==> config.mk <==
export PLATFORM = sky130hd
export DESIGN_NAME = hbq_cell
export DESIGN_NICKNAME = d
export VERILOG_FILES = /design/src/rtl/hbq_pkg.sv /design/src/rtl/hbq_cell.sv
export SDC_FILE = /design/constraint.sdc
export NUM_CORES = 1
export LEC_CHECK = 0
export BUFFER_PORTS_ARGS = -buffer_cell sky130_fd_sc_hd__buf_2
export CORE_ASPECT_RATIO = 0.8
export CORE_MARGIN = 4
export CORE_UTILIZATION = 40
export DETAILED_ROUTE_END_ITERATION = 8
export PLACE_DENSITY_LB_ADDON = 0.3
export SLEW_MARGIN = 30
export SYNTH_ARGS = -nofsm -noshare
export SYNTH_HDL_FRONTEND = slang
export SYNTH_SLANG_ARGS = --single-unit
==> constraint.sdc <==
create_clock -name aclk -period 9.76 [get_ports aclk]
set_input_delay 0.976 -clock aclk [delete_from_list [all_inputs] [get_ports aclk]]
set_output_delay 0.976 -clock aclk [all_outputs]
set_load 0.02 [all_outputs]
==> src/rtl/hbq_pkg.sv <==
// shared types, field widths and codes for the histogram quantile unit
package hbq_pkg;

    localparam int BOUND_W   = 48;
    localparam int COUNT_W   = 48;
    localparam int Q_W       = 32;
    localparam int MCAND_W   = BOUND_W + 1;
    localparam int PROD_W    = MCAND_W + COUNT_W;
    localparam int MUL_STEPS = COUNT_W;
    localparam int DIV_STEPS = PROD_W;

    // bound kinds on the input side
    localparam logic [1:0] KIND_FIN  = 2'd0;
    localparam logic [1:0] KIND_PINF = 2'd1;
    localparam logic [1:0] KIND_MINF = 2'd2;
    localparam logic [1:0] KIND_NAN  = 2'd3;

    // result kinds
    localparam logic [2:0] OUT_FIN  = 3'd0;
    localparam logic [2:0] OUT_NAN  = 3'd1;
    localparam logic [2:0] OUT_PINF = 3'd2;
    localparam logic [2:0] OUT_MINF = 3'd3;
    localparam logic [2:0] OUT_OVF  = 3'd4;

    // cell operations
    localparam logic [1:0] CELL_HOLD = 2'd0;
    localparam logic [1:0] CELL_INS  = 2'd1;
    localparam logic [1:0] CELL_MOVE = 2'd2;

    typedef struct packed {
        logic                       valid;
        logic [1:0]                 kind;
        logic signed [BOUND_W-1:0]  bound;
        logic [COUNT_W-1:0]         count;
    } cell_data_t;

    typedef struct packed {
        logic [1:0] op;
        logic       ins_en;
        logic       add_en;
    } cell_ctrl_t;

    // minus inf sorts first, plus inf last
    function automatic logic [1:0] kind_order(input logic [1:0] kind);
        logic [1:0] ord;
        case (kind)
            KIND_MINF: ord = 2'd0;
            KIND_FIN:  ord = 2'd1;
            default:   ord = 2'd2;
        endcase
        return ord;
    endfunction

endpackage

==> src/rtl/hbq_cell.sv <==
// one sorted bucket cell: compares with the incoming bucket, merges or shifts
module hbq_cell
    import hbq_pkg::*;
(
    input  logic       aclk,
    input  logic       aresetn,
    input  cell_ctrl_t ctrl,
    input  cell_data_t new_item,
    input  cell_data_t left_item,
    input  cell_data_t right_item,
    input  logic       prev_ge,
    output cell_data_t item,
    output logic       ge,
    output logic       eq
);

    logic                      valid_reg, valid_next;
    logic [1:0]                kind_reg, kind_next;
    logic signed [BOUND_W-1:0] bound_reg, bound_next;
    logic [COUNT_W-1:0]        count_reg, count_next;
    logic [COUNT_W:0]          sum;
    logic [1:0]                ord_c, ord_n;

    assign ord_c = kind_order(kind_reg);
    assign ord_n = kind_order(new_item.kind);
    assign sum   = {1'b0, count_reg} + {1'b0, new_item.count};

    assign eq = valid_reg && (ord_c == ord_n)
                && ((kind_reg != KIND_FIN) || (bound_reg == new_item.bound));
    // empty cells count as above everything
    assign ge = !valid_reg || (ord_c > ord_n)
                || ((ord_c == ord_n)
                    && ((kind_reg != KIND_FIN) || (bound_reg >= new_item.bound)));

    always_comb begin
        valid_next = valid_reg;
        kind_next  = kind_reg;
        bound_next = bound_reg;
        count_next = count_reg;
        case (ctrl.op)
            CELL_INS: begin
                if (ctrl.add_en && eq) begin
                    count_next = sum[COUNT_W] ? {COUNT_W{1'b1}} : sum[COUNT_W-1:0];
                end
                if (ctrl.ins_en && ge) begin
                    if (!prev_ge) begin
                        valid_next = 1'b1;
                        kind_next  = new_item.kind;
                        bound_next = new_item.bound;
                        count_next = new_item.count;
                    end else begin
                        valid_next = left_item.valid;
                        kind_next  = left_item.kind;
                        bound_next = left_item.bound;
                        count_next = left_item.count;
                    end
                end
            end
            CELL_MOVE: begin
                valid_next = right_item.valid;
                kind_next  = right_item.kind;
                bound_next = right_item.bound;
                count_next = right_item.count;
            end
            default: begin
            end
        endcase
    end

    always_ff @(posedge aclk) begin
        if (!aresetn) begin
            valid_reg <= 1'b0;
        end else begin
            valid_reg <= valid_next;
        end
        kind_reg  <= kind_next;
        bound_reg <= bound_next;
        count_reg <= count_next;
    end

    assign item = '{valid: valid_reg, kind: kind_reg, bound: bound_reg, count: count_reg};

endmodule

==> flow_summary.toml, run 1 <==
[timing]
slew_viol_final = 0
period_share_pct = 48.3
timing.hold.ws_ps = 602
rsz0062_at_grt = "no"
fin_crit_ps = 4720
max_freq_ghz = 0.212
tns_ps = 0
setup_violations = 0
tightest_slew_ps = 835
finalHoldViolations = 0
skew_ps = 7.62
slew_headroom_pct = 44.2

[yosys]
synthArstFlopShare_pct = 0
avgSynthCellArea_um2 = 8.73
synth.top_cells.by_area = "edfxtp_1 31%, ha_1 13%, o21ai_0 6.0%"
yosysMostFrequentCell = "nand2_1"
syn-instance-count = 1077
synth_top_area_share_pct = 31.3
syn-num-nets = 1480
synth.top_cells.by_count = "147 x nand2_1, 112 x o21ai_0, 98 x edfxtp_1, 98 x ha_1, 76 x a21oi_1"
synth.cell_area_mm2 = 0.00940
ys_seq_area_share_pct = 31.5
synthFlopType = "edfxtp_1"
ys_ff_latch = 99
synth_edf_count = 98
yosysTopAreaCell = "edfxtp_1"
ys_warn_count = 0
yosysUniqueCellTypes = 61

[clock_network]
htree_levels = 3
cts_root_buf = "clkbuf_16"
cts_tree = "yes"
clock_sinks = 99
clk_pin_slew_ps = 80
cts_hold_buf = 0
post-cts-setup-buffer-count = 0
cts_buffer_depth = 2
cts_inserted_buffers = 9
clkLatencyLatePin_ps = 350
cts-resized-gates = 0

[power_and_ir_drop]
vdd_drop_max_uv = 81.4
power_uw = 1720
p_per_area_mw_per_mm2 = 144
p_leak_uw = 0.00559

[drt]
ant_nets = 0
dr.pass1.iters = 5
route.met2.wl_um = 14500
met3_length_um = 2490
post_drt_via_cell_ratio = 5.45
wl_met1_um = 14300
drtIter0Drc = 750
routed_wl_um = 32000
wl_per_cell_um = 18.2
top_layer = "met5"
drc = 0
num_vias = 9583

[global_route]
grt_first_pass_wirelength_um = 50400
grt_overflow_total = 0
grt_start_max_net_pins = 79
grt_pass1_vias = 9496
grtUsageTotal_pct = 23.4
antenna_found_initial = 6

[placed_design]
io_buffers = 403
dp_hpwl_um = 25900
gp_congestion = 0.890
placedCellCount = 1740

[finish]
finalNonFillerCells = 1759
layout-drive-gt1-share_pct = 33.4
synthToLayoutAreaGrowth_pct = 27.8
fin_util_pct = 52.7
nets = 1848

[hold_path]
hold_path.class = "reg2reg"

[worst_setup_path]
path_cells = "buf_2 -> ha_1 -> inv_1 -> fa_1 -> and2b_1 -> o211ai_1 -> a2111oi_2 -> o2111ai_1 -> and2_1 -> o2111ai_2 -> o211ai_2 -> o211ai_4 -> buf_4 -> o22ai_1 -> o21ai_0"
end_kind = "flop"
start_kind = "input pin"
cp_slowest_cell = "o211ai_4"
path_class = "in2reg"
critPathBufInv = 3
cp.required_ps = 9950
critPathMaxFanout = 34
critPathTopFamily = "compound AO/OA/AOI/OAI gates"
slowest_delay_ps = 480
crit_arrival_ps = 4910

[floorplanning]
fp-row-count = 49
die_w_um = 179
core_area_mm2 = 0.0228
die_area_mm2 = 0.0260
initial_core_util_pct = 41.2
die_h_um = 145
ioPinCount = 405

[outcome]
status = "complete, no violations"

[flow_run]
drv_cap = 0
metrics by stage:
| stage | worst slack [ps] | area [um^2] |
|---|---|---|
| floorplan | 2820 | 9400 |
| global placement | 4820 | 11700 |
| detailed placement | 4720 | 11700 |
| CTS | 5080 | 12000 |
| global route | 4730 | 12000 |
| finish | 5040 | 12000 |
where the power goes:
part	leakage (uW)	internal, uW	switching [uW]
Combinational	0.00449	301	448
Sequential	0.000946	536	29.1
Clock	0.000156	228	183
logic make-up after synthesis:
| group | count (synthesis) | share of synthesized area, % |
|---|---|---|
| AOI/OAI and AO/OA | 360 | 22.9 |
| DFF | 99 | 31.5 |
| adders and majority gates | 99 | 13.3 |
| xor gates and xnor gates | 44 | 4.10 |
| and+or+nand+nor | 255 | 12.0 |
| muxes | 98 | 11.0 |
| buffers and inverters | 122 | 5.14 |
final timing paths:
check                from            to  slack, ps  cells past startpoint
min reg2reg     valid_reg     valid_reg        600                      2
max reg2reg  count_reg[0]  count_reg[5]       5400                     14
min             valid_reg     valid_reg        600                      2
max           new_item[0]  count_reg[5]       5040                     15
worst register-to-register path: stages, from the launching register on:
cell and delay, ps:
edfxtp_1 350, ha_1 240, inv_1 80, fa_1 400, and2b_1 240, o211ai_1 160, a2111oi_2 390, o2111ai_1 290
and2_1 290, o2111ai_2 210, o211ai_2 210, o211ai_4 480, buf_4 460, o22ai_1 190, o21ai_0 190
cells in the final DEF, fill, tap and decap left out, types with 4 or more instances in the layout:
master	count
a31oi_1	8
o21bai_1	4
o22ai_1	46
xnor2_1	26
o21ai_1	31
mux2i_1	53
o21ai_0	111
buf_2	402
nand2b_1	6
ha_1	98
a21oi_1	76
clkbuf_16	9
xor2_1	18
a21o_1	18
mux2_2	45
nor2b_1	7
nor2_1	33
and2_1	5
o21a_1	11
nor3_1	8
edfxtp_1	98
o211ai_1	7
nand2_1	147
a211oi_1	10
nand3_1	15
a21boi_0	4
inv_1	69
nand4_1	17
a211o_1	4
buf_4	7
layer usage:
| metal | vias up | track usage [%] |
|---|---|---|
| met5 | - | 0 |
| met4 | 6 | 6.02 |
| met3 | 54 | 5.91 |
| met2 | 401 | 37.4 |
| met1 | 4381 | 31.9 |
| li1 | 4741 | - |
final cells by class:
class,count,area (um^2)
clock buffers,9,225
clock inverters,7,100
fillers,2214,10800
flip-flops and latches,99,2960
diodes,3,7.51
repair buffers,410,2080
inverters,69,259
multi-input cells,856,6000
well taps,306,383
Power figures use the tool's default switching activity.
==> run 2, diff against run 1 <==
--- a/config.mk
+++ b/config.mk
@@ -5,6 +5,7 @@
 export SDC_FILE = /design/constraint.sdc
 export NUM_CORES = 1
 export LEC_CHECK = 0
+export ABC_AREA = 1
 export BUFFER_PORTS_ARGS = -buffer_cell sky130_fd_sc_hd__buf_2
 export CORE_ASPECT_RATIO = 0.8
 export CORE_MARGIN = 4
==> constraint.sdc (replaced) <==
create_clock -name aclk -period 4.8 [get_ports aclk]
set_input_delay 0.48 -clock aclk [delete_from_list [all_inputs] [get_ports aclk]]
set_output_delay 0.48 -clock aclk [all_outputs]
set_load 0.02 [all_outputs]
==> run 2 against run 1 <==
Clock-buffer cell count rose by 4. Setup slack got worse by 3700 ps. Largest cell class unchanged. Sequential power is 100% higher. Critical path type is now reg2reg. Critical endpoint is now count_reg[43]. Combinational power increased by 120%.
==> flow_summary.toml, run 2 <==
[outcome]
status = "complete, no violations"

[worst_setup_path]
cp_slowest_cell = "inv_4"
crit_arrival_ps = 3710
cp.required_ps = 5030
start_kind = "flop"
end_kind = "flop"
path_cells = "ha_1 -> inv_1 -> fa_1 -> inv_1 -> nand3_1 -> nand2_1 -> inv_1 -> o211ai_4 -> nand2_1 -> nand2_2 -> a21oi_4 -> inv_4 -> nor2_1 -> nand2_1 -> nand3_1 -> nand2_1"
cpMostUsedCell = "nand2_1"
critPathMaxFanout = 40
reg2reg_depth = 16
ff2ff_setup_slack_ps = 1320
slowest_delay_ps = 420
critPathBufInv = 4
path_class = "reg2reg"
timing.rr.end = "count_reg[43]"
critPathTopFamily = "simple AND/OR/NAND/NOR gates"
r2r_start = "count_reg[0]"

[timing]
tns_ps = 0
setup_violations = 0
finalHoldViolations = 0
max_freq_ghz = 0.287
skew_ps = 8.96
fin_crit_ps = 3480
tightest_slew_ps = 902
slew_viol_final = 0
timing.hold.ws_ps = 329
rsz0062_at_grt = "no"
slew_headroom_pct = 39.8
period_share_pct = 72.5

[yosys]
synth_edf_count = 98
yosysMostFrequentCell = "nand2_1"
synthArstFlopShare_pct = 0
synthFlopType = "edfxtp_1"
synthMuxAreaShare_pct = 0
ys_ff_latch = 99
ys_seq_area_share_pct = 27.5
syn-instance-count = 1627
synth.top_cells.by_area = "edfxtp_1 27%, nand2_1 16%, ha_1 11%"
synth-simple-area-share_pct = 33.9
synth_top_family_by_area = "simple AND/OR/NAND/NOR gates"
yosysTopAreaCell = "edfxtp_1"
avgSynthCellArea_um2 = 6.61
yosysUniqueCellTypes = 45
synth_top_area_share_pct = 27.4
synth_fa_ha_area_share_pct = 11.6
ys_warn_count = 0
synth_xor_area_share_pct = 3.34
syn-num-nets = 2030
synth.top_cells.by_count = "467 x nand2_1, 202 x nor2_1, 186 x a21oi_1"
synth.cell_area_mm2 = 0.0108
synth_compound_gate_area_share_pct = 14.5

[drt]
drc = 0
wl_per_cell_um = 18.2
num_vias = 12457
drtIter0Drc = 1022
post_drt_via_cell_ratio = 5.29
dr.pass1.iters = 5
ant_nets = 0
routed_wl_um = 42800

[hold_path]
hold_path.class = "in2reg"
whs_path_depth = 3
hold_start = "aresetn"
hold_end = "valid_reg"

[global_route]
grt_start_max_net_pins = 101
grt_first_pass_wirelength_um = 65000
grtUsageTotal_pct = 27.6
grt_overflow_total = 0
antenna_found_initial = 6
grt_pass1_vias = 11767

[clock_network]
cts_tree = "yes"
cts_hold_buf = 0
cts-resized-gates = 0
cts_inserted_buffers = 9
clk_pin_slew_ps = 80
cts_buffer_depth = 2
post-cts-setup-buffer-count = 0
clkLatencyLatePin_ps = 370
htree_levels = 3
clock_sinks = 99
cts_root_buf = "clkbuf_16"

[floorplanning]
core_area_mm2 = 0.0264
ioPinCount = 405
initial_core_util_pct = 40.8
die_h_um = 155
fp-row-count = 53
die_w_um = 191
die_area_mm2 = 0.0296

[placed_design]
dp_hpwl_um = 34600
gp_congestion = 1.01
io_buffers = 403

[power_and_ir_drop]
p_per_area_mw_per_mm2 = 266
vdd_drop_max_uv = 184
p_leak_uw = 0.00656

[finish]
fillers = 2787
layout.area.seq_mm2 = 0.00296
layout_common_cells = "466 x nand2_1, 402 x buf_2, 201 x nor2_1"
final_common_cell = "nand2_1"
nets = 2391
multi_input_area_mm2 = 0.00683
synthToLayoutAreaGrowth_pct = 23.8
layout-drive-gt1-share_pct = 24.0

[flow_run]
drv_cap = 0
run 2: kinds of logic (layout without fill, tap and decap cells):
group | after synthesis | in the layout
xor gates and xnor gates | 41 | 41
other | 0 | 3
AOI/OAI and AO/OA | 281 | 281
and+or+nand+nor | 867 | 867
adders and majority gates | 99 | 99
DFF | 99 | 99
buffers and inverters | 240 | 606
run 2: layer usage:
layer	global-route usage (%)	vias to the layer above	wire, um
met4	6.15	4	826
met3	6.20	56	4060
met5	0	-	21
li1	-	6137	-
met1	40.4	5678	19600
met2	41.7	582	18300
run 2: worst reg2reg max path: cells and delay by family (launching register included):
family	cells	cell delay, ps
compound gates	2	450
flops	1	350
fa+ha+maj	2	670
buf+inv	4	810
simple gates	8	1060
run 2: where the power goes:
group,total [uW],switching (uW),internal (uW)
combinational,1680,1090,592
sequential,1130,55.8,1070
clock,737,366,371
run 2: final cells by class:
class / count / area share (%)
multi-input cells: 1288 / 51.2
repair buffers: 415 / 16.1
diodes: 3 / 0.0563
clock inverters: 3 / 0.169
well taps: 357 / 3.35
flip-flops and latches: 99 / 22.2
inverters: 175 / 4.97
clock buffers: 13 / 1.88
run 2: worst max-delay path by stage:
stage	from	to	slack, ps	cells past startpoint
final	count_reg[0]	count_reg[43]	1320	16
after global routing	count_reg[0]	count_reg[35]	1130	16
after CTS	count_reg[0]	count_reg[43]	1360	16
after detailed placement	new_item[0]	count_reg[43]	1130	17
after global placement	new_item[0]	count_reg[43]	1200	17
after floorplan	bound_reg[47]	count_reg[0]	1100	13
run 2: stage by stage:
step / total power [uW] / instances / setup slack [ps] / utilization [%] / area, um^2
after floorplan: 2250 / 1627 / 1100 / - / 10800
after global placement: 2790 / 2334 / 1200 / 49.4 / 13000
after detailed placement: 2800 / 2334 / 1130 / 49.4 / 13000
after CTS: 3550 / 2350 / 1360 / 50.5 / 13300
after global routing: 3790 / 2353 / 1130 / 50.5 / 13300
final: 3550 / 2353 / 1320 / 50.5 / 13300
==> run 3, diff against run 2 <==
==> constraint.sdc (replaced) <==
create_clock -name aclk -period 3 [get_ports aclk]
set_input_delay 0.3 -clock aclk [delete_from_list [all_inputs] [get_ports aclk]]
set_output_delay 0.3 -clock aclk [all_outputs]
set_load 0.02 [all_outputs]
==> run 3 against run 2 <==
Wire length increased by 1.8%. Critical endpoint is now ge. Cell count increased by 1.4%. Die area unchanged. Clock power increased by 95%. Non-clock buffer count increased by 33. Critical path depth decreased by 3. Via count increased by 1.6%.
==> flow_summary.toml, run 3 (synthesized netlist as in run 2, its figures left out) <==
[drt]
drc = 0
drtIter0Drc = 1050
ant_nets = 0
wl_per_cell_um = 18.3
post_drt_via_cell_ratio = 5.30
num_vias = 12651
routed_wl_um = 43600
dr.pass1.iters = 5

[power_and_ir_drop]
p_leak_uw = 0.00681
vdd_drop_max_uv = 261
p_per_area_mw_per_mm2 = 443
power_uw = 6120

[finish]
layout_common_cells = "465 x nand2_1, 402 x buf_2, 198 x nor2_1"
fillers = 2826
layout.area.seq_mm2 = 0.00296
finalNonFillerCells = 2387
synthToLayoutAreaGrowth_pct = 28.5
final_common_cell = "nand2_1"
design_area_mm2 = 0.0138
layout-drive-gt1-share_pct = 25.8
nets = 2424
multi_input_area_mm2 = 0.00688

[global_route]
antenna_found_initial = 8
grt_first_pass_wirelength_um = 65100
grt_overflow_total = 0
grt_pass1_vias = 11872
grt_start_max_net_pins = 101
grtUsageTotal_pct = 27.9

[floorplanning]
fp-row-count = 53
die_w_um = 191
die_area_mm2 = 0.0296
initial_core_util_pct = 40.8
ioPinCount = 405
core_area_mm2 = 0.0264
die_h_um = 155

[timing]
finalHoldViolations = 0
timing.hold.ws_ps = 170
fin_crit_ps = 2910
setup_violations = 0
period_share_pct = 96.9
slew_viol_final = 0
skew_ps = 8.81
max_freq_ghz = 0.344
slew_headroom_pct = 42.8
tightest_slew_ps = 857
rsz0062_at_grt = "yes"
setup_ws_ps = 94.0

[clock_network]
clk_pin_slew_ps = 70
cts_inserted_buffers = 9
clock_sinks = 99
cts_root_buf = "clkbuf_16"
htree_levels = 3
cts_tree = "yes"
cts_buffer_depth = 2
clkLatencyLatePin_ps = 370

[worst_setup_path]
slowest_delay_ps = 400
cp.required_ps = 2700
end_kind = "output pin"
cp_slowest_cell = "edfxtp_1"
start_kind = "flop"
path_cells = "ha_1 -> nand4_1 -> nor2_2 -> nand3_2 -> nor2_2 -> nand2_1 -> nand3_1 -> nand2_1 -> nand3_1 -> nand2_1 -> nand2_4 -> buf_12 -> buf_2"
path_class = "reg2out"
critPathTopFamily = "simple AND/OR/NAND/NOR gates"
cpMostUsedCell = "nand2_1"
critPathMaxFanout = 24
crit_arrival_ps = 2610
critPathBufInv = 2

[outcome]
status = "complete, no violations"

[placed_design]
placedCellCount = 2364
dpl_cell_area_mm2 = 0.0134
dp_hpwl_um = 35600
gp_congestion = 0.995
pre_cts_slack_ps = 135
io_buffers = 403

[flow_run]
drv_cap = 0

[hold_path]
hold_path.class = "in2reg"
==> run 3: changes by cell type in the layout (fill, tap and decap cells not counted), sizes merged <==
cell      before  now
buf          415  447
bufinv         0    3
clkbuf        13   10
clkinvlp       0    1
diode          3    4
==> run 3: cell type report <==
type | instances | area share (%)
antenna | 4 | 0.0724
tap | 357 | 3.23
inverter | 175 | 4.79
multi-input combinational | 1288 | 49.8
timing repair buffer | 448 | 18.2
sequential | 99 | 21.4
clock buffer | 9 | 1.63
clock inverter | 7 | 0.896
==> run 3: repair_timing <==
action,in CTS,in global routing
gates resized for setup,6,9
pin swaps,0,1
hold buffers,0,0
setup buffers,0,2
hold endpoints to repair,0,0
gates cloned,0,1
endpoints found under the setup margin,1,61
==> run 3: layer usage <==
metal / global-route usage, % / vias to the layer above / share of wire [%]
met3: 6.81 / 65 / 10
met5: 0 / - / 0.11
met1: 40.9 / 5780 / 45
li1: - / 6199 / -
met2: 41.5 / 599 / 42
met4: 6.46 / 8 / 2.0
==> run 3: worst paths after layout <==
| check | start | depth (start not counted) | slack [ps] | to |
|---|---|---|---|---|
| worst min register to register | valid_reg | 4 | 610 | valid_reg |
| worst max register to register | count_reg[30] | 12 | 150 | count_reg[33] |
| worst min-delay path | aresetn | 3 | 170 | valid_reg |
| worst max-delay path | bound_reg[43] | 13 | 90 | ge |
==> run 3: power by group <==
part | switching [uW] | total (uW) | internal [uW] | leakage (uW)
logic | 1800 | 2880 | 1080 | 0.00571
registers | 89.1 | 1810 | 1720 | 0.000937
clock network | 612 | 1440 | 827 | 0.000167
total | 2500 | 6120 | 3620 | 0.00681
==> run 3: through the flow <==
step / TNS, ps / util (%)
5_1_grt: -85.4 / 52.4
4_1_cts: 0 / 52.0
2_1_floorplan: 0 / -
3_3_place_gp: 0 / 50.6
6_report: 0 / 52.4
3_5_place_dp: 0 / 50.6
==> run 3: worst reg2reg max path: stages (launching register included) <==
cell	delay (ps)
edfxtp_1	450
ha_1	390
nand2_1	100
nand2_1	70
a31oi_1	420
o21ai_0	220
a21oi_1	160
nand3_1	250
xor2_1	230
nor2_1	110
nand2_1	60
nand3_1	80
nand2_1	60
