$ cat src/rtl/hbq_pkg.sv
// shared types, field widths and codes for the histogram quantile unit
package hbq_pkg;

    localparam int BOUND_W   = 48;
    localparam int COUNT_W   = 48;
    localparam int Q_W       = 32;
    localparam int MCAND_W   = BOUND_W + 1;
    localparam int PROD_W    = MCAND_W + COUNT_W;
    localparam int MUL_STEPS = COUNT_W;
    localparam int DIV_STEPS = PROD_W;

    // bound kinds on the input side
    localparam logic [1:0] KIND_FIN  = 2'd0;
    localparam logic [1:0] KIND_PINF = 2'd1;
    localparam logic [1:0] KIND_MINF = 2'd2;
    localparam logic [1:0] KIND_NAN  = 2'd3;

    // result kinds
    localparam logic [2:0] OUT_FIN  = 3'd0;
    localparam logic [2:0] OUT_NAN  = 3'd1;
    localparam logic [2:0] OUT_PINF = 3'd2;
    localparam logic [2:0] OUT_MINF = 3'd3;
    localparam logic [2:0] OUT_OVF  = 3'd4;

    // cell operations
    localparam logic [1:0] CELL_HOLD = 2'd0;
    localparam logic [1:0] CELL_INS  = 2'd1;
    localparam logic [1:0] CELL_MOVE = 2'd2;

    typedef struct packed {
        logic                       valid;
        logic [1:0]                 kind;
        logic signed [BOUND_W-1:0]  bound;
        logic [COUNT_W-1:0]         count;
    } cell_data_t;

    typedef struct packed {
        logic [1:0] op;
        logic       ins_en;
        logic       add_en;
    } cell_ctrl_t;

    // minus inf sorts first, plus inf last
    function automatic logic [1:0] kind_order(input logic [1:0] kind);
        logic [1:0] ord;
        case (kind)
            KIND_MINF: ord = 2'd0;
            KIND_FIN:  ord = 2'd1;
            default:   ord = 2'd2;
        endcase
        return ord;
    endfunction

endpackage

$ cat src/rtl/hbq_muldiv.sv
// bit-serial shift-add multiplier and restoring divider sharing one accumulator
module hbq_muldiv
    import hbq_pkg::*;
(
    input  logic               aclk,
    input  logic               aresetn,
    input  logic               start_mul,
    input  logic               start_div,
    input  logic [MCAND_W-1:0] mcand,
    input  logic [COUNT_W-1:0] mplier,
    input  logic [COUNT_W-1:0] den,
    output logic               done,
    output logic [PROD_W-1:0]  prod,
    output logic [COUNT_W-1:0] quo
);

    localparam int STEP_W = $clog2(DIV_STEPS);

    logic               mul_busy_reg, mul_busy_next;
    logic               div_busy_reg, div_busy_next;
    logic               done_reg, done_next;
    logic [STEP_W-1:0]  step_reg, step_next;
    logic [PROD_W-1:0]  acc_reg, acc_next;
    logic [MCAND_W-1:0] mcand_reg, mcand_next;
    logic [COUNT_W-1:0] mplier_reg, mplier_next;
    logic [COUNT_W-1:0] den_reg, den_next;
    logic [COUNT_W-1:0] rem_reg, rem_next;
    logic [COUNT_W-1:0] quo_reg, quo_next;
    logic [COUNT_W:0]   trial;

    assign trial = {rem_reg, acc_reg[PROD_W-1]};

    always_comb begin
        mul_busy_next = mul_busy_reg;
        div_busy_next = div_busy_reg;
        done_next     = 1'b0;
        step_next     = step_reg;
        acc_next      = acc_reg;
        mcand_next    = mcand_reg;
        mplier_next   = mplier_reg;
        den_next      = den_reg;
        rem_next      = rem_reg;
        quo_next      = quo_reg;
        if (start_mul) begin
            mul_busy_next = 1'b1;
            step_next     = '0;
            acc_next      = '0;
            mcand_next    = mcand;
            mplier_next   = mplier;
        end else if (start_div) begin
            div_busy_next = 1'b1;
            step_next     = '0;
            den_next      = den;
            rem_next      = '0;
            quo_next      = '0;
        end else if (mul_busy_reg) begin
            // msb first: shift the partial product, add the multiplicand
            acc_next    = {acc_reg[PROD_W-2:0], 1'b0}
                          + (mplier_reg[COUNT_W-1] ? PROD_W'(mcand_reg) : '0);
            mplier_next = {mplier_reg[COUNT_W-2:0], 1'b0};
            step_next   = step_reg + 1'b1;
            if (step_reg == STEP_W'(MUL_STEPS - 1)) begin
                mul_busy_next = 1'b0;
                done_next     = 1'b1;
            end
        end else if (div_busy_reg) begin
            acc_next  = {acc_reg[PROD_W-2:0], 1'b0};
            step_next = step_reg + 1'b1;
            if (trial >= {1'b0, den_reg}) begin
                rem_next = COUNT_W'(trial - {1'b0, den_reg});
                quo_next = {quo_reg[COUNT_W-2:0], 1'b1};
            end else begin
                rem_next = trial[COUNT_W-1:0];
                quo_next = {quo_reg[COUNT_W-2:0], 1'b0};
            end
            if (step_reg == STEP_W'(DIV_STEPS - 1)) begin
                div_busy_next = 1'b0;
                done_next     = 1'b1;
            end
        end
    end

    always_ff @(posedge aclk) begin
        if (!aresetn) begin
            mul_busy_reg <= 1'b0;
            div_busy_reg <= 1'b0;
            done_reg     <= 1'b0;
        end else begin
            mul_busy_reg <= mul_busy_next;
            div_busy_reg <= div_busy_next;
            done_reg     <= done_next;
        end
        step_reg   <= step_next;
        acc_reg    <= acc_next;
        mcand_reg  <= mcand_next;
        mplier_reg <= mplier_next;
        den_reg    <= den_next;
        rem_reg    <= rem_next;
        quo_reg    <= quo_next;
    end

    assign done = done_reg;
    assign prod = acc_reg;
    assign quo  = quo_reg;

endmodule

$ cat config.mk
export PLATFORM = sky130hd
export DESIGN_NAME = hbq_muldiv
export DESIGN_NICKNAME = d
export VERILOG_FILES = /design/src/rtl/hbq_pkg.sv /design/src/rtl/hbq_muldiv.sv
export SDC_FILE = /design/constraint.sdc
export NUM_CORES = 1
export LEC_CHECK = 0
export ABC_AREA = 1
export BUFFER_PORTS_ARGS = -buffer_cell sky130_fd_sc_hd__buf_2
export CORE_UTILIZATION = 25
export CTS_BUF_LIST = sky130_fd_sc_hd__clkbuf_16
export DETAILED_ROUTE_END_ITERATION = 10
export SYNTH_ARGS = -nofsm -noshare
export SYNTH_HDL_FRONTEND = slang
export SYNTH_SLANG_ARGS = --single-unit
$ cat constraint.sdc
create_clock -name aclk -period 26.1 [get_ports aclk]
set_clock_uncertainty 0.1 [all_clocks]
set_input_delay 1.305 -clock aclk [delete_from_list [all_inputs] [get_ports aclk]]
set_output_delay 1.305 -clock aclk [all_outputs]
set_load 0.03 [all_outputs]
==> results_dict.tcl, run 1 <==
set metrics [dict create \
    outcome "finished, final reports clean" \
    std_cell_rows 112 \
    worstPathRequired_ns 26.23 \
    largest_reg_flops 97 \
    critPathMostFrequentCell "buf_4" \
    seq_power_share_pct 41.7 \
    ant_nets 0 \
    synth.distinct_cells 48 \
    clockBufferDepth 3 \
    max_freq_mhz 243 \
    antenna_found_initial 6 \
    synthCells 3517 \
    worstHoldEndpoint "step_reg[6]$_SDFFE_PP0N_" \
    final_area_um2 28000 \
    synth-seq-cells 348 \
    place.port_buffers 294 \
    synth.most_common_cell "nand2_1" \
    synth_area_um2 23700 \
    io_pins 295 \
    synthArstFlopShare_pct 0 \
    cts_made_buffers 44 \
    synthesis.nets 3766 \
    cts_sinks 348 \
    synth-warning-count 0 \
    clock_latency_ns 0.61 \
    syn_avg_cell_area_um2 6.74 \
    globalRouteOverflowTotal 0 \
    fin_crit_sh_pct 15.7 \
    path_buf_inv 5 \
    final-hold-violation-count 0 \
    via_per_inst 4.56 \
    grt_pass1_vias 21600 \
    die_h_um 310 \
    reg2reg_from "mul_busy_reg$_SDFFE_PN0N_" \
    powerDensity_nw_per_um2 57.0 \
    core_um2 93600 \
    clockPowerShare_pct 38.6 \
    finalSetupTns_ns 0 \
    synth_edf_count 241 \
    clk_pin_slew_ns 0.05 \
    cts_max_level 2 \
    drt_iter0_markers 1822 \
    cap_violations 0 \
    gp_congestion 0.977 \
    crit_family "buffers and inverters" \
    ys_seq_area_share_pct 39.6 \
    start_util_pct 25.3 \
    die_area_um2 96000 \
    hold_buffers 0 \
    syn_to_final_growth_pct 18.0 \
    vias 23100 \
    p_sw_w 0.000498 \
    crit_slowest_cell "buf_4" \
    grt_max_degree 83 \
    p_int_w 0.00110 \
    hp-start "step_reg[6]$_SDFFE_PP0N_" \
    synth_top_area_share_pct 30.5 \
    cts_tree "yes" \
    wire_per_inst_um 16.2 \
    post_dp_cell_area_um2 26500 \
    drt-pass1-iter-count 8 \
    post-cts-setup-buffers 0 \
    fp.dieW_um 310 \
    hold_path_depth 2 \
    slowest_delay_ns 0.78 \
    worst_slew_pin_slew_ns 1.01 \
    dp_hpwl_mm 63.6 \
    rsz0062_at_grt "no" \
    dominantRegCellSynth "edfxtp_1" \
    endpoint_kind "flop" \
    clockRootBuffer "clkbuf_16" \
    yosys-top-cells-area "edfxtp_1, nand2_1, inv_1" \
    worstSetupPathType "in -> reg" \
    drc_errors 0 \
    crit_arrival_ns 4.24 \
    worstSetupStartpointType "input port" \
    setup_viol 0 \
    switching_share_pct 31.2 \
    synth_commonest_cells "nand2_1, inv_1, nor2_1, edfxtp_1, a21oi_1" \
    min_path_type "reg -> reg" \
    rr_worst_depth 5 \
    drv_slew 0 \
    postCtsResizedCells 0 \
    rrSetupSlack_ns 22.23 \
    crit_path_max_fanout 65 \
    yosysTopAreaCell "edfxtp_1" \
    timing.rr.end "done$_SDFF_PP0_" \
    grt_pass1_wl_mm 125 \
    drive_above_1_share_pct 10.4 \
    max-vdd-ir-drop_mv 0.0488 \
    slew_headroom_pct 32.4 \
    grtUsageTotal_pct 16.7 \
    leakage_nw 13.3 \
    period_needed_ns 4.11 \
    layout.nets 4035 \
    fill_cells 10500 \
    path_cells "buf_2 -> buf_4 -> inv_1 -> buf_4 -> nor2_4 -> nor2_1 -> nor2_4 -> buf_4" \
    routed_wl_mm 82.2 \
    power_frac_comb_pct 19.7 \
]
-- cells in the final DEF (no fill, tap or decap), types with 47 or more instances in the layout --
cell	Yosys	final
nand3_1	185	185
buf_2	6	293
o21ai_0	129	128
nand4_1	63	63
nand2_1	1118	1118
clkbuf_16	0	47
inv_1	592	605
nor2_1	492	489
a21oi_1	204	204
edfxtp_1	241	241
ha_1	98	98
dfxtp_1	107	106
-- power groups by stage --
stage / Sequential [W] / Combinational, W / Clock, W
6_report: 0.000665 / 0.000314 / 0.000616
5_1_grt: 0.000669 / 0.000352 / 0.000657
4_1_cts: 0.000665 / 0.000314 / 0.000638
3_5_place_dp: 0.000676 / 0.000312 / 0
3_3_place_gp: 0.000675 / 0.000311 / 0
2_1_floorplan: 0.000693 / 0.000193 / 0
-- worst max-delay path by stage --
stage	startpoint	end	slack [ns]	depth (start not counted)
finish	start_div	rem_reg[35]$_SDFFCE_PP0P_	21.99	8
global route	start_div	rem_reg[35]$_SDFFCE_PP0P_	21.74	8
CTS	start_div	rem_reg[37]$_SDFFCE_PP0P_	21.96	8
detailed placement	start_div	rem_reg[37]$_SDFFCE_PP0P_	21.30	8
global placement	start_div	rem_reg[35]$_SDFFCE_PP0P_	21.39	8
floorplan	start_div	quo[0]$_SDFFCE_PP0P_	15.19	3
-- logic make-up (layout without fill, tap and decap cells) --
kind of cell,Yosys count,count (layout),synth area share (%)
AND/OR/NAND/NOR,1939,1939,33.2
flip-flops,348,348,39.6
XOR/XNOR,47,47,1.74
AO/OA/AOI/OAI,402,402,9.17
other,0,2,0
adder cells (fa/ha/maj),100,100,5.34
buffers and inverters,681,984,11.0
-- cell type report --
type	count	area (um^2)	share of cell area, %
Tap cell	1254	1570	5.61
Timing Repair Buffer	308	1580	5.66
Clock buffer	47	1180	4.20
Clock inverter	33	272	0.970
Inverter	596	2240	8.00
Antenna cell	2	5.00	0.0179
Multi-Input combinational cell	2488	11800	42.0
Sequential cell	348	9380	33.5
-- worst min-delay path, delay by kind of cell, from the launching register on --
| kind | cells | cell delay, ns |
|---|---|---|
| compound gates | 1 | 0.05 |
| buf+inv | 1 | 0.06 |
| flops | 1 | 0.32 |
-- per-layer routing --
metal	share of wire [%]	vias up	GRT usage, %
met5	0.027	-	0
met4	2.9	4	5.48
met3	6.1	128	2.93
met2	45	679	26.8
met1	46	10600	22.6
li1	-	11700	-
-- through the flow --
| stage | hold slack [ns] | util [%] | power (W) | setup slack [ns] | instances |
|---|---|---|---|---|---|
| after floorplan | 0.353 | - | 0.000886 | 15.19 | 3517 |
| after global placement | 0.369 | 28.3 | 0.000986 | 21.39 | 4994 |
| after detailed placement | 0.375 | 28.3 | 0.000988 | 21.30 | 4994 |
| after CTS | 0.385 | 29.9 | 0.00162 | 21.96 | 5074 |
| after global routing | 0.419 | 29.9 | 0.00168 | 21.74 | 5075 |
| final | 0.381 | 29.9 | 0.00159 | 21.99 | 5076 |
Note: power is estimated with default switching activity, not from simulation.
==> inputs of run 2 (changes only) <==
--- a/config.mk
+++ b/config.mk
@@ -5,7 +5,7 @@
 export SDC_FILE = /design/constraint.sdc
 export NUM_CORES = 1
 export LEC_CHECK = 0
-export ABC_AREA = 1
+export ABC_AREA = 0
 export BUFFER_PORTS_ARGS = -buffer_cell sky130_fd_sc_hd__buf_2
 export CORE_UTILIZATION = 25
 export CTS_BUF_LIST = sky130_fd_sc_hd__clkbuf_16
==> constraint.sdc (replaced) <==
create_clock -name aclk -period 3.38 [get_ports aclk]
set_clock_uncertainty 0.1 [all_clocks]
set_input_delay 0.169 -clock aclk [delete_from_list [all_inputs] [get_ports aclk]]
set_output_delay 0.169 -clock aclk [all_outputs]
set_load 0.03 [all_outputs]
==> results_dict.tcl, run 2 <==
set metrics [dict create \
    synth.distinct_cells 91 \
    pre_cts_slack_ns -0.533 \
    yosysTopAreaCell "edfxtp_1" \
    cap_violations 0 \
    synth-warning-count 0 \
    wire_per_inst_um 17.4 \
    clock_latency_ns 0.57 \
    grt_max_degree 104 \
    layout_commonest_cell "buf_2" \
    synth-seq-cells 348 \
    grtUsageMet1_pct 19.7 \
    cts_sinks 348 \
    rsz0062_at_grt "yes" \
    routed_wl_mm 66.0 \
    io_pins 295 \
    p_int_w 0.00947 \
    endpoint_kind "flop" \
    synth_commonest_cells "edfxtp_1, nor2_1, a21oi_1, nand2_1, dfxtp_1" \
    syn_avg_cell_area_um2 10.1 \
    synth_top_area_share_pct 35.6 \
    period_needed_ns 3.80 \
    vias 17900 \
    setup_viol 81 \
    drt_iter0_markers 925 \
    drv_slew 0 \
    fp.dieW_um 287 \
    grtUsageTotal_pct 15.3 \
    met2_usage_pct 26.1 \
    clockRootBuffer "clkbuf_16" \
    final_cell_mix "buf_2, buf_4, edfxtp_1" \
    worstPathRequired_ns 3.76 \
    syn_to_final_growth_pct 47.6 \
    std_cell_rows 104 \
    worstSetupStartpointType "flop" \
    max_freq_mhz 263 \
    yosys-top-cells-area "edfxtp_1, dfxtp_1, ha_1" \
    power_frac_comb_pct 25.4 \
    min_path_type "in -> reg" \
    p_sw_w 0.00409 \
    final-hold-violation-count 0 \
    fin_hold_ws_ns 0.0412 \
    place.port_buffers 294 \
    die_area_um2 82500 \
    regArea_um2 9380 \
    drive_above_1_share_pct 36.2 \
    largest_reg_flops 97 \
    grt_use_met3_pct 2.82 \
    globalRouteOverflowTotal 0 \
    slew_headroom_pct 18.9 \
    fin_crit_sh_pct 112 \
    layout.nets 2954 \
    worst_slack_ns -0.417 \
    synthCells 2012 \
    clockPowerShare_pct 36.7 \
    ys_seq_area_share_pct 46.1 \
    start_util_pct 25.2 \
    cts_max_level 2 \
    switching_share_pct 30.1 \
    grt_pass1_wl_mm 101 \
    cts_made_buffers 44 \
    gp_congestion 0.864 \
    die_h_um 287 \
    clk_pin_slew_ns 0.06 \
    clockBufferDepth 3 \
    synth_area_um2 20300 \
    dp_hpwl_mm 44.4 \
    crit_path_max_fanout 7 \
    synthArstFlopShare_pct 0 \
    synth.most_common_cell "edfxtp_1" \
    via_per_inst 4.72 \
    max-vdd-ir-drop_mv 0.334 \
    leakage_nw 11.9 \
    powerDensity_nw_per_um2 451 \
    multi_input_area_um2 11700 \
    core_um2 80500 \
    drc_errors 0 \
    seq_power_share_pct 37.9 \
    synthesis.nets 2261 \
    violations "setup timing" \
    dominantRegCellSynth "edfxtp_1" \
    worstSetupPathType "reg -> reg" \
    top_usage_layer "met2" \
    worst_slew_pin_slew_ns 1.22 \
    outcome "finished, violations left" \
    grt_pass1_vias 18100 \
    crit_arrival_ns 4.18 \
    fill_cells 7952 \
    cts_tree "yes" \
    power.total_w 0.0136 \
    synth_edf_count 241 \
    drt-pass1-iter-count 5 \
    ant_nets 0 \
    antenna_found_initial 3 \
]
run 2: area by class of cell:
cell class                 instances  share of cell area (%)
antenna                            4                  0.0333
clock buffer                      46                    3.83
clock inverter                    36                    1.26
inverter                          84                    1.06
multi-input combinational       1465                    39.1
sequential                       348                    31.3
tap                             1060                    4.42
timing repair buffer             762                    19.1
run 2: metrics by stage:
stage,std cells,TNS [ns],util [%],cell area [um^2]
after floorplan,2012,-1.51,-,20500
after global placement,3524,-19.03,31.1,25000
after detailed placement,3524,-27.45,31.1,25000
after CTS,3782,-18.29,36.1,29100
after global routing,3803,-30.05,37.3,30000
final,3805,-15.21,37.3,30000
run 2: layer usage:
layer	up-vias	part of all wire, %
met4	0	2.2
li1	8819	-
met1	8633	44
met3	75	5.4
met2	421	48
met5	-	0
run 2: critical path, stage by stage, from the launching register on:
cell	delay (ns)
edfxtp_1	0.40
buf_6	0.16
buf_12	0.13
and2_4	0.14
ha_4	0.29
nand3_4	0.09
o211ai_1	0.30
or3_4	0.21
a31oi_4	0.09
a21oi_4	0.17
and4_4	0.25
o2111ai_4	0.17
a21o_4	0.28
buf_6	0.14
or4_4	0.51
a311oi_2	0.26
run 2: power by group through the flow:
| stage | sequential, W | combinational (W) | clock, W |
|---|---|---|---|
| floorplan | 0.00537 | 0.00156 | 0 |
| global placement | 0.00520 | 0.00283 | 0 |
| detailed placement | 0.00520 | 0.00284 | 0 |
| CTS | 0.00513 | 0.00320 | 0.00513 |
| global route | 0.00517 | 0.00374 | 0.00527 |
| finish | 0.00513 | 0.00345 | 0.00497 |
run 2: worst paths after layout:
path                            cells after the start                    end                     start  slack, ns
worst max-delay path                               15  prod[82]$_SDFFE_PP0P_  mplier_reg[47]$_DFFE_PP_      -0.42
worst min-delay path                                2  prod[96]$_SDFFE_PP0P_                 start_mul       0.04
worst max register to register                     15  prod[82]$_SDFFE_PP0P_  mplier_reg[47]$_DFFE_PP_      -0.42
worst min register to register                      2  prod[32]$_SDFFE_PP0P_     prod[32]$_SDFFE_PP0P_       0.40
run 2: logic make-up (layout without fill, tap and decap cells):
kind of cell    Yosys count  count (layout)  synth area share [%]
other cells               0               4                     0
simple gates            634             634                  15.5
buf+inv                 199             928                  3.91
flops                   348             348                  46.1
xor+xnor                118             118                  5.08
fa+ha+maj               100             100                  6.23
compound gates          523             523                  18.4
mux                      90              90                  4.72
run 2: timing repair:
action / in CTS / in global routing
endpoints found under the hold margin: 156 / 0
gates cloned: 4 / 2
pin swaps: 49 / 111
buffers inserted: 27 / 28
setup endpoints to repair: 118 / 123
hold buffers: 147 / 0
resized for setup: 145 / 162
==> inputs of run 3 (changes only) <==
--- a/config.mk
+++ b/config.mk
@@ -7,9 +7,10 @@
 export LEC_CHECK = 0
 export ABC_AREA = 0
 export BUFFER_PORTS_ARGS = -buffer_cell sky130_fd_sc_hd__buf_2
-export CORE_UTILIZATION = 25
+export CORE_UTILIZATION = 53
 export CTS_BUF_LIST = sky130_fd_sc_hd__clkbuf_16
 export DETAILED_ROUTE_END_ITERATION = 10
+export PLACE_DENSITY = 0.78
 export SYNTH_ARGS = -nofsm -noshare
 export SYNTH_HDL_FRONTEND = slang
 export SYNTH_SLANG_ARGS = --single-unit
==> results_dict.tcl, run 3 (synthesized netlist as in run 2, its figures left out) <==
set metrics [dict create \
    crit_arrival_ns 4.12 \
    grt_max_degree 97 \
    cts_max_level 2 \
    clockBufferDepth 3 \
    worstSetupPathType "reg -> reg" \
    drive_above_1_share_pct 35.4 \
    switching_share_pct 30.6 \
    syn_to_final_growth_pct 42.6 \
    worstPathRequired_ns 3.74 \
    path_cells "buf_12 -> buf_12 -> and2_1 -> ha_1 -> and3_1 -> nand2_1 -> or4_1 -> a211oi_2 -> buf_4 -> o31ai_4 -> buf_12 -> buf_12 -> a2111oi_4 -> xnor2_1 -> a211oi_1" \
    p_sw_w 0.00392 \
    power.total_w 0.0128 \
    max_freq_mhz 266 \
    crit_cells 15 \
    rsz0062_at_grt "yes" \
    final-hold-violation-count 0 \
    largest_reg_flops 97 \
    crit_path_max_fanout 21 \
    max-vdd-ir-drop_mv 0.463 \
    via_per_inst 5.89 \
    outcome "finished, violations left" \
    antenna_found_initial 1 \
    std_cell_rows 71 \
    endpoint_kind "flop" \
    layout.nets 2936 \
    io_pins 295 \
    drt-pass1-iter-count 8 \
    period_needed_ns 3.76 \
    start_util_pct 53.9 \
    place.port_buffers 294 \
    clock_latency_ns 0.56 \
    grtUsageTotal_pct 31.1 \
    final_cell_mix "buf_2, buf_4, edfxtp_1" \
    setup_viol 105 \
    min_path_type "in -> reg" \
    worst_slew_pin_slew_ns 1.15 \
    leakage_nw 11.7 \
    core_um2 37800 \
    cap_violations 0 \
    final_area_um2 29000 \
    critPathMostFrequentCell "buf_12" \
    gp_congestion 0.977 \
    cts_sinks 348 \
    powerDensity_nw_per_um2 441 \
    worstSetupStartpointType "flop" \
    vias 19000 \
    grt_pass1_vias 19100 \
    drc_errors 0 \
    worst_slack_ns -0.376 \
    clockPowerShare_pct 32.6 \
    drv_slew 0 \
    dp_hpwl_mm 39.2 \
    path_buf_inv 5 \
    fp.dieW_um 198 \
    p_int_w 0.00888 \
    slowest_delay_ns 0.46 \
    post_dp_cell_area_um2 24200 \
    crit_family "compound AO/OA/AOI/OAI gates" \
    fin_util_pct 76.8 \
    clockRootBuffer "clkbuf_16" \
    globalRouteOverflowTotal 0 \
    finalSetupTns_ns -17.69 \
    rr_worst_depth 15 \
    ant_nets 0 \
    wire_per_inst_um 19.8 \
    drt_iter0_markers 1638 \
    grt_pass1_wl_mm 97.0 \
    seq_power_share_pct 40.2 \
    antenna_cells 0 \
    routed_wl_mm 63.9 \
    cts_tree "yes" \
    fin_crit_sh_pct 111 \
    die_area_um2 39200 \
    violations "setup timing" \
    die_h_um 198 \
    layout_commonest_cell "buf_2" \
    hold_path_depth 2 \
    slew_headroom_pct 23.4 \
    crit_slowest_cell "or4_1" \
    clk_pin_slew_ns 0.06 \
    power_frac_comb_pct 27.2 \
    cts_made_buffers 40 \
]
-- run 3: worst paths after layout --
| kind | start | end | slack (ns) |
|---|---|---|---|
| hold / removal | mcand[18] | mcand_reg[18]$_DFFE_PP_ | 0.21 |
| setup reg to reg | mplier_reg[47]$_DFFE_PP_ | prod[77]$_SDFFE_PP0P_ | -0.38 |
| setup / recovery | mplier_reg[47]$_DFFE_PP_ | prod[77]$_SDFFE_PP0P_ | -0.38 |
| hold reg to reg | step_reg[1]$_SDFFE_PP0N_ | step_reg[1]$_SDFFE_PP0N_ | 0.40 |
-- run 3: what timing repair did --
| item | CTS | global route |
|---|---|---|
| setup buffers | 31 | 29 |
| setup endpoints to repair | 119 | 123 |
| pin swaps | 97 | 97 |
| hold endpoints to repair | 164 | 0 |
| cloned | 7 | 0 |
| gates resized for setup | 142 | 166 |
| hold buffers | 148 | 0 |
-- run 3: per-layer routing --
layer | vias up | track usage, % | share of wire [%]
met5 | - | 0 | 0.020
met4 | 2 | 15.6 | 4.7
met3 | 246 | 6.83 | 7.7
met2 | 919 | 53.3 | 50
met1 | 9081 | 36.7 | 38
li1 | 8780 | - | -
-- run 3: stage by stage --
step / std cells / worst slack (ns) / hold slack (ns)
after CTS: 3212 / -0.335 / 0.186
after global routing: 3229 / -0.473 / 0.195
final: 3229 / -0.376 / 0.208
after floorplan: 2012 / -0.0902 / 0.168
after global placement: 2953 / -0.316 / 0.245
after detailed placement: 2953 / -0.484 / 0.247
-- run 3: final cells by class --
cell class                      count  area (um^2)
Inverter                           84          315
Fill cell                        2336         8750
Timing Repair Buffer              747         5650
Multi-Input combinational cell   1466        11800
Tap cell                          511          639
Clock inverter                     32          220
Clock buffer                       41         1030
Sequential cell                   348         9380
-- run 3: worst reg2reg max path, delay by kind of cell (launching register included) --
| family | cells | cell delay, ns |
|---|---|---|
| XOR/XNOR | 1 | 0.15 |
| AND/OR/NAND/NOR | 4 | 0.91 |
| AO/OA/AOI/OAI | 4 | 0.93 |
| buffers and inverters | 5 | 0.78 |
| adder cells (fa/ha/maj) | 1 | 0.37 |
| flip-flops | 1 | 0.41 |
-- run 3: power by group through the flow --
stage,clock network (W),logic (W),registers [W]
after floorplan,0,0.00156,0.00537
final,0.00417,0.00348,0.00515
after global routing,0.00440,0.00372,0.00518
after global placement,0,0.00270,0.00519
after CTS,0.00422,0.00320,0.00513
after detailed placement,0,0.00278,0.00520
